File: src/hdl/ctbp_pkg.sv
package ctbp_pkg;

  localparam int KEY_W = 64;
  localparam int TIME_W = 48;
  localparam int SIZE_W = 16;
  localparam int PER_W = 20;
  localparam int PROD_W = SIZE_W + PER_W;

  localparam logic [1:0] OUT_SERVED = 2'd0;
  localparam logic [1:0] OUT_NEW = 2'd1;
  localparam logic [1:0] OUT_EMPTY = 2'd2;
  localparam logic [1:0] OUT_FULL = 2'd3;

  localparam logic [2:0] ADDR_SIZE = 3'd0;
  localparam logic [2:0] ADDR_PER = 3'd4;

  localparam logic [SIZE_W-1:0] SIZE_RST = 16'd100;
  localparam logic [PER_W-1:0] PER_RST = 20'd10000;

  typedef enum logic [3:0] {
    ST_IDLE,
    ST_SCAN,
    ST_RD,
    ST_DIV,
    ST_WB,
    ST_NEW,
    ST_SWRD,
    ST_SWDIV,
    ST_SWWB,
    ST_OUT
  } state_t;

  typedef struct packed {
    logic start;
  } div_ctl_t;

endpackage

File: src/hdl/ctbp_div.sv
module ctbp_div (
  input  logic                            clk,
  input  logic                            rst_n,
  input  ctbp_pkg::div_ctl_t              ctl,
  input  logic [ctbp_pkg::TIME_W-1:0]     elapsed,
  input  logic [ctbp_pkg::SIZE_W-1:0]     size,
  input  logic [ctbp_pkg::PER_W-1:0]      period,
  output logic                            done,
  output logic [ctbp_pkg::SIZE_W-1:0]     quot
);

  // restoring divide of min(elapsed, size*period) by period, one bit a cycle
  localparam int CNT_W = $clog2(ctbp_pkg::PROD_W + 1);

  logic [ctbp_pkg::PER_W-1:0] per_r;
  logic [ctbp_pkg::TIME_W-1:0] el_r;
  logic [ctbp_pkg::SIZE_W-1:0] size_r;
  logic [ctbp_pkg::PROD_W-1:0] cap_r;
  logic [ctbp_pkg::PROD_W-1:0] num_r, num_nxt;
  logic [ctbp_pkg::PER_W:0] rem_r, rem_nxt;
  logic [ctbp_pkg::SIZE_W-1:0] q_r, q_nxt;
  logic [CNT_W-1:0] cnt_r;
  logic [1:0] ph_r;
  logic [ctbp_pkg::PER_W:0] trial;
  logic done_r;

  assign trial = {rem_r[ctbp_pkg::PER_W-1:0], num_r[ctbp_pkg::PROD_W-1]};

  always_comb begin
    num_nxt = {num_r[ctbp_pkg::PROD_W-2:0], 1'b0};
    if (trial >= {1'b0, per_r}) begin
      rem_nxt = trial - {1'b0, per_r};
      q_nxt = {q_r[ctbp_pkg::SIZE_W-2:0], 1'b1};
    end else begin
      rem_nxt = trial;
      q_nxt = {q_r[ctbp_pkg::SIZE_W-2:0], 1'b0};
    end
  end

  always_ff @(posedge clk) begin
    if (!rst_n) begin
      ph_r <= 2'd0;
      cnt_r <= '0;
    end else if (ctl.start) begin
      ph_r <= 2'd1;
      per_r <= (period == '0) ? ctbp_pkg::PER_W'(1) : period;
      el_r <= elapsed;
      size_r <= size;
    end else if (ph_r == 2'd1) begin
      cap_r <= per_r * size_r;
      ph_r <= 2'd2;
    end else if (ph_r == 2'd2) begin
      // clamp so the quotient fits size bits
      num_r <= ({{(ctbp_pkg::TIME_W-ctbp_pkg::PROD_W){1'b0}}, cap_r} < el_r) ? cap_r
               : el_r[ctbp_pkg::PROD_W-1:0];
      rem_r <= '0;
      q_r <= '0;
      cnt_r <= CNT_W'(ctbp_pkg::PROD_W);
      ph_r <= 2'd3;
    end else if (ph_r == 2'd3) begin
      num_r <= num_nxt;
      rem_r <= rem_nxt;
      q_r <= q_nxt;
      cnt_r <= cnt_r - 1'b1;
      if (cnt_r == CNT_W'(1)) ph_r <= 2'd0;
    end
  end

  always_ff @(posedge clk) begin
    if (!rst_n) begin
      done_r <= 1'b0;
    end else begin
      done_r <= (ph_r == 2'd3) && (cnt_r == CNT_W'(1)) && !ctl.start;
    end
  end

  assign done = done_r;
  assign quot = q_r;

endmodule

File: config.mk
export PLATFORM = sky130hd
export DESIGN_NAME = ctbp_div
export DESIGN_NICKNAME = d
export VERILOG_FILES = /design/src/hdl/ctbp_pkg.sv /design/src/hdl/ctbp_div.sv
export SDC_FILE = /design/constraint.sdc
export NUM_CORES = 1
export LEC_CHECK = 0
export BUFFER_PORTS_ARGS = -buffer_cell sky130_fd_sc_hd__buf_2
export CAP_MARGIN = 20
export CORE_MARGIN = 2
export CORE_UTILIZATION = 55
export DETAILED_ROUTE_END_ITERATION = 12
export GPL_TIMING_DRIVEN = 1
export MAX_ROUTING_LAYER = met4
export PLACE_DENSITY = 0.73
export RECOVER_POWER = 25
export SLEW_MARGIN = 20
export SYNTH_ARGS = -nofsm -noshare
export SYNTH_HDL_FRONTEND = slang
export SYNTH_SLANG_ARGS = --single-unit
File: constraint.sdc
create_clock -name clk -period 12.6 [get_ports clk]
set_clock_uncertainty 0.2 [all_clocks]
set_input_delay 1.89 -clock clk [delete_from_list [all_inputs] [get_ports clk]]
set_output_delay 1.89 -clock clk [all_outputs]
set_load 0.05 [all_outputs]
==> results.md <==
- Failing checks: capacitance limit, slew limit
- Critical R2R Capture: cap_r[34]$_DFFE_PP_
- PostCTS Resize Cnt: 0
- CP arrival: 7.22 ns
- Post-synthesis cell type count: 68
- # hold bufs at CTS: 0
- Critical Path Sink Type: flip-flop
- Placed instance area: between 0.02 and 0.025 mm2
- Layer with the highest usage: met2
- CTS buffer count: 24
- Met2 Usage GRT: approximately two fifths
- Worst-margin pin slew: between 3 and 4 ns
- Syn. warnings: 0
- Run status: complete, but fails checks
- CTS clk-pin slew, worst paths: roughly 0.06 ns
- Routed length per instance: 17.69 um
- Final Hold Violating Endpoints: 0
- Gate Count Post-Synth: 1973
- Drt total wl: 43.73 mm
- Most common cell after layout, fill and taps aside: inv_1
- Die W: roughly 200 um
- Largest net degree at the start of global routing: 86
- Tot GR Track Use: 24.38%
- Die Footprint: approximately 0.038 mm2
- Primary FF master, synth: edfxtp_1
- Detailed Place HPWL: around 33 mm
- Clock Tree Buf Depth: 3
- CTS tree: built
- Port Buffers: 103
- Initial DRC count: slightly below 800
- Unrepaired setup endpoints after global routing: no
- Worst endpoint required time: approximately 13 ns
- Worst setup slack after layout: 5.470 ns
- Worst slew margin: -121.7%
- Critical path startpoint: size_r[8]$_DFFE_PP_
- Final ANT Viol Nets: 0
- GPL Wtd Cong: 0.9134
- Via density: between 5 and 6
- First-pass GRT wire length: 71.85 mm
- Worst Hold Class: reg -> reg
- M3 GR Usage: under 10%
- Vias in the first global route: around 15000
- Mean Syn Cell Area: 10.18 um2
- Mapped Area: roughly 0.020 mm2
- Post-synth EDFFs: between 150 and 200
- Antenna violations before repair: 0
- GRT overflow: 0
- I/O pin count: between 100 and 150
- Final setup viols: 0
- Clk_lat worst skew: around 0.55 ns
- DR DRC count: 0
- Share of cells above drive strength 1: about 6.5%
- Number of max-cap violations: 1
- Clock H-tree levels: 1
- FFs w/ async S/R, synth: 0%
- Mapped Nets: 2480
- Commonest non-fill, non-tap cells in the layout: 367 x inv_1, 251 x fa_1, 205 x nand2_1
- Setup tns final: 0 ns
- CORE AREA: about 0.036 mm2
- CP endpoint: cap_r[34]$_DFFE_PP_
- Nets: about 2500
- Final instance area: ~0.021 mm2
- Post-synthesis sequential area ratio: a little under 30%
- FP Rows: 69
- Fmax: between 0.1 and 0.15 GHz
- Startpoint Class: flip-flop
- Worst hold margin: about 0.31 ns
- P&R area growth vs syn: 6.662%
- Synth Register Bits: between 200 and 250
- Pre-CTS setup slack: roughly 5.5 ns
- DR vias: 13770
- CP max FO: 20
- WS Path Type: reg -> reg
- Chip height: 195.1 um
- Final Cycle Share: 56.58%
- Post-CTS Setup Bufs: 0
- R2R Setup Slk: ~5.5 ns
- Clk sinks: about 200
- ANT cells: 0
- Initial core utilization: 56.17%
- Final slew viol count: 86
- R2r startpoint: size_r[8]$_DFFE_PP_
- Reg2reg path depth: 21
- 1st-pass router iterations: 7
- Root Driver: clkbuf_16
- Post-route minimum period: 7.130 ns
- Met1 usage: 30.56%
[cells in the mapped netlist (all sizes together) (5+ instances only)]
library cell  instances  share of area (%)
a21oi                83                2.1
mux2i                49                2.4
a31oi                 5               0.19
o211ai                6               0.25
nand2               205                3.8
nor4                 13               0.41
dfxtp                 9               0.90
clkbuf               89                1.7
or3                   7               0.22
o31ai                 6               0.25
nand4                14               0.44
and3                  7               0.22
a21o                 33                1.2
nor2                 96                1.8
o21a                  8               0.30
ha                  169                 11
o21ai                24               0.60
inv                 367                6.9
nand3                17               0.42
buf                  25               0.98
nor2b                21               0.69
xnor2                35                1.5
edfxtp              192                 29
xor2                 12               0.52
fa                  251                 25
nor3                 12               0.30
and2                148                4.6
a211oi               16               0.72
a211o                 5               0.22
[stage by stage]
stage | cells | utilization (%)
2_1_floorplan | 1973 | -
3_3_place_gp | 2429 | 57.99
3_5_place_dp | 2429 | 57.99
4_1_cts | 2472 | 60.03
5_1_grt | 2472 | 59.91
6_report | 2472 | 59.91
[routing by layer]
metal  share of wire, %  vias to the layer above  wire length, um
li1                   -                     6355                -
met1                 41                     6891            17890
met2                 50                      442            21980
met3                6.0                       83             2608
met4                2.8                        0             1245
met5                  0                        -                0
[state kept, by name, summed over array words and instances (netlist names)]
signal / count
per_r: 20
quot: 16
num_r: 36
cap_r: 36
size_r: 16
el_r: 48
ph_r: 2
rem_r: 20
done: 1
cnt_r: 6
[worst min path at each step]
| stage | cells past startpoint | start | endpoint |
|---|---|---|---|
| 2_1_floorplan | 2 | ph_r[1]$_SDFFE_PN0P_ | ph_r[1]$_SDFFE_PN0P_ |
| 3_3_place_gp | 2 | cnt_r[4]$_SDFFE_PN0P_ | cnt_r[4]$_SDFFE_PN0P_ |
| 3_5_place_dp | 2 | cnt_r[4]$_SDFFE_PN0P_ | cnt_r[4]$_SDFFE_PN0P_ |
| 4_1_cts | 2 | cnt_r[4]$_SDFFE_PN0P_ | cnt_r[4]$_SDFFE_PN0P_ |
| 5_1_grt | 2 | cnt_r[4]$_SDFFE_PN0P_ | cnt_r[4]$_SDFFE_PN0P_ |
| 6_report | 2 | ph_r[1]$_SDFFE_PN0P_ | ph_r[1]$_SDFFE_PN0P_ |
[cell type report]
| class | instances | area (um2) |
|---|---|---|
| inverter | 367 | 1378 |
| sequential | 201 | 5946 |
| fill | 2970 | 14330 |
| clock inverter | 12 | 102.6 |
| timing repair buffer | 109 | 531.8 |
| multi-input combinational | 1291 | 12250 |
| tap | 461 | 576.8 |
| clock buffer | 31 | 626.9 |
[critical path: stages (launching register included)]
cell and delay, ns:
edfxtp_1 0.97, nand2_1 0.17, fa_1 0.56, inv_1 0.06, fa_1 0.52, inv_1 0.06
fa_1 0.49, inv_1 0.06, fa_1 0.51, fa_1 0.54, inv_1 0.05, fa_1 0.53
inv_1 0.04, ha_1 0.38, nand3_1 0.13, nor4_1 0.26, o21ai_0 0.17, nand3_1 0.17
a21oi_1 0.15, o21ai_0 0.44, nor4_1 0.12, a211o_1 0.30
[cell families after synthesis]
| group | Yosys count | share of synthesized area, % |
|---|---|---|
| AO/OA/AOI/OAI | 221 | 7.354 |
| XOR/XNOR | 47 | 2.050 |
| adder cells (fa/ha/maj) | 420 | 35.56 |
| buffers and inverters | 481 | 9.511 |
| flip-flops | 201 | 29.62 |
| multiplexers | 49 | 2.443 |
| AND/OR/NAND/NOR | 554 | 13.46 |
Power is left out: the tool's default activity adds up to more than one toggle a clock period on the data nets, which glitch-free logic cannot reach.
